### src/rtl/hvn_pkg.sv
// ----------------------------------------------------------------------------
// hvn_pkg
// Shared widths, face and command/status types for the vertex normal block.
// ----------------------------------------------------------------------------
package hvn_pkg;

  localparam int HEIGHT_W = 16;  // Q8.8 height sample
  localparam int CFG_W    = 9;   // grid size register
  localparam int FACE_W   = 17;  // difference of two heights
  localparam int SUM_W    = 19;  // sum of up to four face parts
  localparam int MAG_W    = 18;  // magnitude of a summed component
  localparam int SQ_W     = 2 * MAG_W;
  localparam int LEN_W    = SQ_W + 2;  // sum of three squares
  localparam int REM_W    = LEN_W + 1;
  localparam int Q_W      = 29;  // floor(m^2 * 2^28 / len2) <= 2^28
  localparam int K_W      = 15;  // unit component magnitude <= 16384
  localparam int NORM_W   = 16;
  localparam int VTX_W    = 8;
  localparam int CNT_W    = 5;
  localparam int BIT_W    = 4;

  localparam int Q_STEPS  = Q_W;
  localparam int K_STEPS  = K_W;
  localparam int Y_SHIFT  = 8;   // y part of one face is 256

  localparam logic [1:0] COMP_X = 2'd0;
  localparam logic [1:0] COMP_Y = 2'd1;
  localparam logic [1:0] COMP_Z = 2'd2;

  typedef struct packed {
    logic signed [FACE_W-1:0] x;
    logic signed [FACE_W-1:0] z;
  } hvn_face_t;

  typedef struct packed {
    logic             take;       // input transfer: latch item, advance counters
    logic             face;       // build face of this column, write face store
    logic             sum;        // add the touching faces
    logic             sel;        // 0: vertex of row above, 1: vertex of last row
    logic             sq;         // square one component
    logic [1:0]       comp;
    logic             len;        // squared length
    logic             dload;      // start division for comp
    logic             div_step;
    logic             sqrt_step;
    logic [BIT_W-1:0] bit_idx;
    logic             store;      // keep signed unit component
    logic             out_load;
    logic             shift;      // current column becomes left column
  } hvn_cmd_t;

  typedef struct packed {
    logic has_result;  // next item yields a normal
    logic lastrow;     // latched item lies in the last row
    logic out_free;    // output register can take a result
  } hvn_status_t;

endpackage

### src/rtl/hvn_ctrl.sv
// ----------------------------------------------------------------------------
// hvn_ctrl
// Sequencer: steps the datapath through sum, squares, divide and root.
// ----------------------------------------------------------------------------
module hvn_ctrl (
  input  logic                 clk_i,
  input  logic                 rst_ni,
  input  logic                 in_valid_i,
  output logic                 in_ready_o,
  input  hvn_pkg::hvn_status_t st_i,
  output hvn_pkg::hvn_cmd_t    cmd_o
);
  import hvn_pkg::*;

  localparam logic [3:0] S_IDLE  = 4'd0;
  localparam logic [3:0] S_READ  = 4'd1;
  localparam logic [3:0] S_SUM   = 4'd2;
  localparam logic [3:0] S_SQ    = 4'd3;
  localparam logic [3:0] S_LEN   = 4'd4;
  localparam logic [3:0] S_DLOAD = 4'd5;
  localparam logic [3:0] S_DIV   = 4'd6;
  localparam logic [3:0] S_SQRT  = 4'd7;
  localparam logic [3:0] S_STORE = 4'd8;
  localparam logic [3:0] S_OUT   = 4'd9;

  logic [3:0]       state_q, state_d;
  logic [CNT_W-1:0] cnt_q, cnt_d;
  logic [1:0]       comp_q, comp_d;
  logic             sel_q, sel_d;

  always_comb begin
    state_d    = state_q;
    cnt_d      = cnt_q;
    comp_d     = comp_q;
    sel_d      = sel_q;
    cmd_o      = '0;
    cmd_o.sel  = sel_q;
    cmd_o.comp = comp_q;
    in_ready_o = 1'b0;
    case (state_q)
      S_IDLE: begin
        in_ready_o = 1'b1;
        if (in_valid_i) begin
          cmd_o.take = 1'b1;
          if (st_i.has_result) begin
            state_d = S_READ;
          end
        end
      end
      S_READ: begin
        cmd_o.face = 1'b1;
        sel_d      = 1'b0;
        state_d    = S_SUM;
      end
      S_SUM: begin
        cmd_o.sum = 1'b1;
        cnt_d     = '0;
        state_d   = S_SQ;
      end
      S_SQ: begin
        cmd_o.sq   = 1'b1;
        cmd_o.comp = cnt_q[1:0];
        if (cnt_q[1:0] == COMP_Z) begin
          comp_d  = COMP_X;
          state_d = S_LEN;
        end else begin
          cnt_d = cnt_q + 1'b1;
        end
      end
      S_LEN: begin
        cmd_o.len = 1'b1;
        state_d   = S_DLOAD;
      end
      S_DLOAD: begin
        cmd_o.dload = 1'b1;
        cnt_d       = '0;
        state_d     = S_DIV;
      end
      S_DIV: begin
        cmd_o.div_step = 1'b1;
        if (cnt_q == CNT_W'(Q_STEPS - 1)) begin
          cnt_d   = '0;
          state_d = S_SQRT;
        end else begin
          cnt_d = cnt_q + 1'b1;
        end
      end
      S_SQRT: begin
        cmd_o.sqrt_step = 1'b1;
        cmd_o.bit_idx   = BIT_W'(K_STEPS - 1) - cnt_q[BIT_W-1:0];
        if (cnt_q == CNT_W'(K_STEPS - 1)) begin
          state_d = S_STORE;
        end else begin
          cnt_d = cnt_q + 1'b1;
        end
      end
      S_STORE: begin
        cmd_o.store = 1'b1;
        if (comp_q == COMP_Z) begin
          state_d = S_OUT;
        end else begin
          comp_d  = comp_q + 1'b1;
          state_d = S_DLOAD;
        end
      end
      S_OUT: begin
        if (st_i.out_free) begin
          cmd_o.out_load = 1'b1;
          if (!sel_q && st_i.lastrow) begin
            sel_d   = 1'b1;
            state_d = S_SUM;
          end else begin
            cmd_o.shift = 1'b1;
            state_d     = S_IDLE;
          end
        end
      end
      default: begin
        state_d = S_IDLE;
      end
    endcase
  end

  always_ff @(posedge clk_i or negedge rst_ni) begin
    if (!rst_ni) begin
      state_q <= S_IDLE;
      cnt_q   <= '0;
      comp_q  <= COMP_X;
      sel_q   <= 1'b0;
    end else begin
      state_q <= state_d;
      cnt_q   <= cnt_d;
      comp_q  <= comp_d;
      sel_q   <= sel_d;
    end
  end

endmodule

### config.mk
export PLATFORM = sky130hd
export DESIGN_NAME = hvn_ctrl
export DESIGN_NICKNAME = d
export VERILOG_FILES = /design/src/rtl/hvn_pkg.sv /design/src/rtl/hvn_ctrl.sv
export SDC_FILE = /design/constraint.sdc
export NUM_CORES = 1
export LEC_CHECK = 0
export BUFFER_PORTS_ARGS = -buffer_cell sky130_fd_sc_hd__buf_2
export CELL_PAD_IN_SITES_DETAIL_PLACEMENT = 1
export CELL_PAD_IN_SITES_GLOBAL_PLACEMENT = 2
export CORE_MARGIN = 2
export CORE_UTILIZATION = 30
export CTS_CLUSTER_SIZE = 25
export DETAILED_ROUTE_END_ITERATION = 7
export PLACE_DENSITY_LB_ADDON = 0.1
export SETUP_SLACK_MARGIN = 0.5
export SLEW_MARGIN = 20
export SYNTH_ARGS = -nofsm -noshare
export SYNTH_HDL_FRONTEND = slang
export SYNTH_SLANG_ARGS = --single-unit
### constraint.sdc
create_clock -name clk_i -period 2.15 [get_ports clk_i]
set_input_delay 0.215 -clock clk_i [delete_from_list [all_inputs] [get_ports clk_i]]
set_output_delay 0.215 -clock clk_i [all_outputs]
set_load 0.02 [all_outputs]
==> qor.tcl, run 1 <==
set qor(cellLeakagePower_nw) 0.762
set qor(num-nets-final) 175
set qor(cts.sink_count) 12
set qor(required_ns) 1.93
set qor(final-hold-violation-count) 0
set qor(synth-edff-count) 0
set qor(grtUsageTotal_pct) 19.9
set qor(maxCapViolCount) 0
set qor(first_pass_iters) 4
set qor(grt_setup_unrepaired) {yes}
set qor(worst_clock_skew_ns) 0.00425
set qor(port-buffer-count) 24
set qor(synth.yosys.seq_area_share_pct) 31.6
set qor(synth.most_common_cell) {dfrtp_1}
set qor(setup_total_negative_slack_ns) 0
set qor(global_route_wire_length_before_repair_um) 5470
set qor(die_h_um) 60.3
set qor(worst_setup_hold_path_clk_slew_ns) 0.08
set qor(power_per_cell_area_nw_per_um2) 1880
set qor(synth_largest_type_area_fraction_pct) 31.6
set qor(grt_util_met1_pct) 26.1
set qor(grt_use_met3_pct) 3.03
set qor(first_global_vias) 1115
set qor(cp_num_buf_inv) 1
set qor(crit_slowest_cell) {dfrtp_2}
set qor(cp-start-kind) {flop}
set qor(worstPathArrival_ns) 1.56
set qor(drt-vias-per-instance) 5.16
set qor(groute.layer.met2.usage_pct) 34.2
set qor(routed_wire_length_per_instance_um) 16.3
set qor(synth.distinct_cells) 41
set qor(grt_antenna_before_repair) 0
set qor(cts-buffers-inserted) 3
set qor(syn_inst) 111
set qor(globalRouteOverflowTotal) 0
set qor(timing.setup.critical_path_class) {flop to primary output}
set qor(ys_async_sr_fraction_pct) 100
set qor(detailed_place_hpwl_um) 2120
set qor(core_um2) 3030
set qor(floorplan.rows) 20
set qor(fin_worst_hold_slack_ns) 0.185
set qor(worst_pin_slew_ns) 0.346
set qor(layout-area-overhead-vs-synth_pct) 76.3
set qor(route.detailed.drc) 0
set qor(antenna_violating_nets_post_route) 0
set qor(layout_worst_path_cycle_share_pct) 82.5
set qor(synth_common_cells) {12 x dfrtp_1, 10 x nor2_1, 9 x inv_1}
set qor(synthesis.nets) 121
set qor(top_usage_layer) {met2}
set qor(post_synth_main_area_contributors) {dfrtp_1 32%, ha_1 5.3%, nor2_1 3.9%}
set qor(totalWireLength_um) 3380
set qor(postPlaceCellArea_um2) 1190
set qor(cts_root_buf) {clkbuf_4}
set qor(tritoncts) {yes}
set qor(utilization_pct) 55.4
set qor(crit_path_max_incr_delay_ns) 0.45
set qor(totalPowerFinal_w) 0.00315
set qor(largest_net_degree_at_the_start_of_global_routing) 13
set qor(vias) 1068
set qor(yosys_most_used_dff) {dfrtp_1}
set qor(worst-path-max-fanout) 4
set qor(worstSetupEndpointType) {primary output}
set qor(ctsLongestPathBuffers) 2
set qor(synth_warnings) 0
set qor(synth_area_per_cell_um2) 8.57
set qor(maximum_level_of_the_cts_h_tree) 1
set qor(max-vdd-ir-drop_mv) 0.855
set qor(path_delay_family) {flip-flops}
set qor(fp.dieArea_um2) 3640
set qor(fin_crit_ns) 1.77
set qor(worstPathCellList) {nand2_4 > nor3_4 > mux2_4 > buf_6}
set qor(hold_class) {input port to flop}
set qor(drive_above_1_share_pct) 61.3
set qor(final_cell_area_um2) 1680
set qor(antenna-diode-count) 0
set qor(slew-limit-headroom_pct) 76.7
set qor(chipWidth_um) 60.3
set qor(outcome) {finished clean}
set qor(finalSetupViolations) 0
set qor(gp_congestion) 0.737
set qor(synthDominantAreaCellType) {dfrtp_1}
set qor(n_fill_cell) 338
set qor(max_freq_mhz) 564
set qor(io_pins) 25
set qor(maxSlewViolCount) 0
set qor(synth.ff_latch_count) 12
set qor(mapped_area_um2) 951
set qor(clock_latency_at_the_later_pin_of_the_worst_skew_pair_ns) 0.27
set qor(drt_first_iter_violations) 28
set qor(floorplan.initialDensity_pct) 31.4
-- path summary, 6_finish.rpt --
path                                 start         end  slack (ns)  cells past startpoint
worst max register to register  state_q[3]    cnt_q[3]        0.39                      5
min in group asynchronous           rst_ni   comp_q[0]        0.35                      2
max in group asynchronous           rst_ni  state_q[1]        1.54                      2
worst min register to register   comp_q[0]   comp_q[0]        0.56                      2
worst max-delay path            state_q[1]   cmd_o[12]        0.38                      4
worst min-delay path               st_i[0]  state_q[3]        0.18                      2
-- layout make-up --
| cell class | count | area, um2 | area share (%) |
|---|---|---|---|
| tap | 44 | 55.1 | 3.28 |
| multi-input combinational | 84 | 806 | 48.1 |
| clock buffer | 3 | 22.5 | 1.34 |
| timing repair buffer | 55 | 453 | 27.0 |
| inverter | 9 | 33.8 | 2.01 |
| sequential | 12 | 307 | 18.3 |
-- power breakdown --
part	total, W	leakage [nW]	internal, W	switching [W]
sequential	0.000519	0.144	0.000347	0.000172
combinational	0.00248	0.604	0.00122	0.00126
clock	0.000144	0.0138	0.0000648	0.0000791
total	0.00315	0.762	0.00163	0.00151
-- cell usage in the layout (no fill, tap or decap), types with 3 or more instances in the layout --
master / n
nand2_1: 5
inv_1: 8
buf_6: 12
dfrtp_2: 5
nand2b_4: 3
a21oi_1: 4
buf_4: 33
nor3_4: 3
buf_2: 8
clkbuf_4: 3
dfrtp_1: 7
nor3_2: 3
nand3_1: 3
nor2_1: 8
-- per-layer routing --
| metal | wire (um) | vias to the layer above |
|---|---|---|
| met2 | 1790 | 17 |
| met3 | 77 | 4 |
| met1 | 1490 | 531 |
| li1 | - | 516 |
| met5 | 0 | - |
| met4 | 25 | 0 |
-- registers in the layout, indices dropped and copies added (netlist names) --
| name | flops |
|---|---|
| state_q | 4 |
| comp_q | 2 |
| sel_q | 1 |
| cnt_q | 5 |
-- per-stage QoR --
stage          setup WS, ns  cells
2_1_floorplan         0.413    111
3_3_place_gp          0.269    178
3_5_place_dp          0.290    178
4_1_cts               0.396    203
5_1_grt               0.322    207
6_report              0.377    207
-- cells by family (layout without fill, tap and decap cells) --
logic type	after synthesis	in the layout	synth area share (%)
DFF	12	12	31.6
and+or+nand+nor	52	52	31.1
AOI/OAI and AO/OA	25	25	21.8
xor gates and xnor gates	1	1	0.921
muxes	2	2	2.37
buffers and inverters	15	67	6.97
adders and majority gates	4	4	5.26
-- what timing repair did --
action                                 in CTS  in global routing
setup buffers                              21                  4
hold buffers                                1                  0
pin swaps                                  14                 13
setup endpoints to repair                  28                 26
endpoints found under the hold margin      12                  0
gates resized for setup                    46                 27
No activity file was read; power rests on OpenSTA's default activity.
==> run 2, diff against run 1 <==
--- a/config.mk
+++ b/config.mk
@@ -9,7 +9,7 @@
 export CELL_PAD_IN_SITES_DETAIL_PLACEMENT = 1
 export CELL_PAD_IN_SITES_GLOBAL_PLACEMENT = 2
 export CORE_MARGIN = 2
-export CORE_UTILIZATION = 30
+export CORE_UTILIZATION = 27
 export CTS_CLUSTER_SIZE = 25
 export DETAILED_ROUTE_END_ITERATION = 7
 export PLACE_DENSITY_LB_ADDON = 0.1
==> constraint.sdc (replaced) <==
create_clock -name clk_i -period 1.4 [get_ports clk_i]
set_input_delay 0.14 -clock clk_i [delete_from_list [all_inputs] [get_ports clk_i]]
set_output_delay 0.14 -clock clk_i [all_outputs]
set_load 0.02 [all_outputs]
==> qor.tcl, run 2 (synthesis results as in run 1) <==
set qor(layout.cells.non_filler) 244
set qor(worstPathArrival_ns) 2.08
set qor(antenna_violating_nets_post_route) 0
set qor(maximum_level_of_the_cts_h_tree) 1
set qor(layout-area-overhead-vs-synth_pct) 129
set qor(utilization_pct) 64.8
set qor(multi_input_comb_area_um2) 952
set qor(die_h_um) 63.3
set qor(worst_setup_hold_path_clk_slew_ns) 0.11
set qor(floorplan.rows) 21
set qor(clock_latency_at_the_later_pin_of_the_worst_skew_pair_ns) 0.30
set qor(postPlaceCellArea_um2) 1490
set qor(grt_antenna_before_repair) 0
set qor(drive_above_1_share_pct) 74.2
set qor(layout_worst_path_cycle_share_pct) 133
set qor(required_ns) 1.62
set qor(io_pins) 25
set qor(layout_commonest_cell) {buf_4}
set qor(antenna-diode-count) 0
set qor(totalPowerFinal_w) 0.00646
set qor(fin_worst_hold_slack_ns) 0.0974
set qor(route.detailed.drc) 0
set qor(port-buffer-count) 24
set qor(max_reg_flops) 5
set qor(final_cell_area_um2) 2180
set qor(top_regs) {cnt_q x5, state_q x4, comp_q x2}
set qor(final-hold-violation-count) 0
set qor(totalWireLength_um) 5180
set qor(chipWidth_um) 63.3
set qor(maxCapViolCount) 0
set qor(largest_net_degree_at_the_start_of_global_routing) 13
set qor(maxSlewViolCount) 0
set qor(worst-path-max-fanout) 6
set qor(outcome) {finished with violations}
set qor(register_area_um2) 305
set qor(fp.dieArea_um2) 4010
set qor(finalSetupViolations) 29
set qor(drt_first_iter_violations) 30
set qor(gp_congestion) 0.713
set qor(max_freq_mhz) 539
set qor(slew-limit-headroom_pct) 72.8
set qor(detailed_place_hpwl_um) 2560
set qor(worst_pin_slew_ns) 0.404
set qor(fin_crit_ns) 1.86
set qor(floorplan.initialDensity_pct) 28.3
set qor(max-vdd-ir-drop_mv) 1.22
set qor(routed_wire_length_per_instance_um) 21.2
set qor(worst_clock_skew_ns) 0.0188
set qor(grt_setup_unrepaired) {yes}
set qor(cts_root_buf) {clkbuf_4}
set qor(most-common-layout-cells) {46 x buf_4, 36 x buf_6, 8 x dfrtp_1}
set qor(drt-vias-per-instance) 5.22
set qor(reg_with_most_ffs) {cnt_q}
set qor(cts-buffers-inserted) 3
set qor(place_inst) 205
set qor(cp-start-kind) {flop}
set qor(power_per_cell_area_nw_per_um2) 2960
set qor(first_global_vias) 1352
set qor(core_um2) 3360
set qor(worstSetupEndpointType) {flop}
set qor(global_route_wire_length_before_repair_um) 6870
set qor(timing.setup.critical_path_class) {flop to flop}
set qor(cts.sink_count) 12
set qor(final_critical_path_setup_slack_ns) -0.457
set qor(globalRouteOverflowTotal) 0
set qor(first_pass_iters) 4
set qor(violated_checks) {negative setup slack}
set qor(num-nets-final) 209
set qor(hold_class) {input port to flop}
set qor(n_fill_cell) 381
set qor(vias) 1273
set qor(tritoncts) {yes}
set qor(grtUsageTotal_pct) 21.9
set qor(ctsLongestPathBuffers) 2
set qor(cellLeakagePower_nw) 0.981
-- run 2: path summary, 6_finish.rpt --
check                      startpoint         end  slack [ns]  depth (start not counted)
setup / recovery             cnt_q[1]    cnt_q[3]       -0.46                          6
setup reg to reg             cnt_q[1]    cnt_q[3]       -0.46                          6
hold / removal                st_i[0]  state_q[3]         0.1                          2
max in group asynchronous      rst_ni  state_q[1]        0.86                          2
hold reg to reg             comp_q[0]   comp_q[0]        0.59                          2
min in group asynchronous      rst_ni  state_q[2]        0.25                          2
-- run 2: per-layer routing --
metal / vias up / GRT usage, % / wire [um]
met5: - / 0 / 0
met4: 0 / 8.42 / 209
met3: 16 / 2.68 / 163
met2: 39 / 37.9 / 2730
met1: 632 / 27.6 / 2080
li1: 586 / - / -
-- run 2: per-stage QoR --
| step | setup slack (ns) | setup TNS, ns |
|---|---|---|
| finish | -0.457 | -7.95 |
| global route | -0.503 | -9.55 |
| CTS | -0.314 | -5.46 |
| detailed placement | -0.302 | -3.72 |
| global placement | -0.223 | -3.04 |
| floorplan | -0.183 | -1.51 |
-- run 2: cell type report --
| cell class | count | share of cell area, % |
|---|---|---|
| inverters | 9 | 1.67 |
| flip-flops and latches | 12 | 14.0 |
| multi-input cells | 84 | 43.7 |
| repair buffers | 89 | 36.8 |
| well taps | 46 | 2.64 |
| clock buffers | 4 | 1.21 |
-- run 2: where the power goes --
part           internal, W  switching [W]
clock             0.000111       0.000158
sequential        0.000529       0.000223
combinational      0.00276        0.00267
total              0.00340        0.00305
-- run 2: critical path: stages (launching register included) --
cell     delay [ns]
dfrtp_1        0.39
inv_1          0.11
ha_4           0.18
and4_1         0.22
a311o_2        0.50
a21oi_4        0.21
a221o_1        0.19
-- run 2: what timing repair did --
item / 4_1_cts / 5_1_grt
endpoints found under the hold margin: 12 / 0
hold buffers: 1 / 0
buffers inserted: 21 / 13
endpoints found under the setup margin: 31 / 31
pin swaps: 20 / 14
resized for setup: 82 / 18
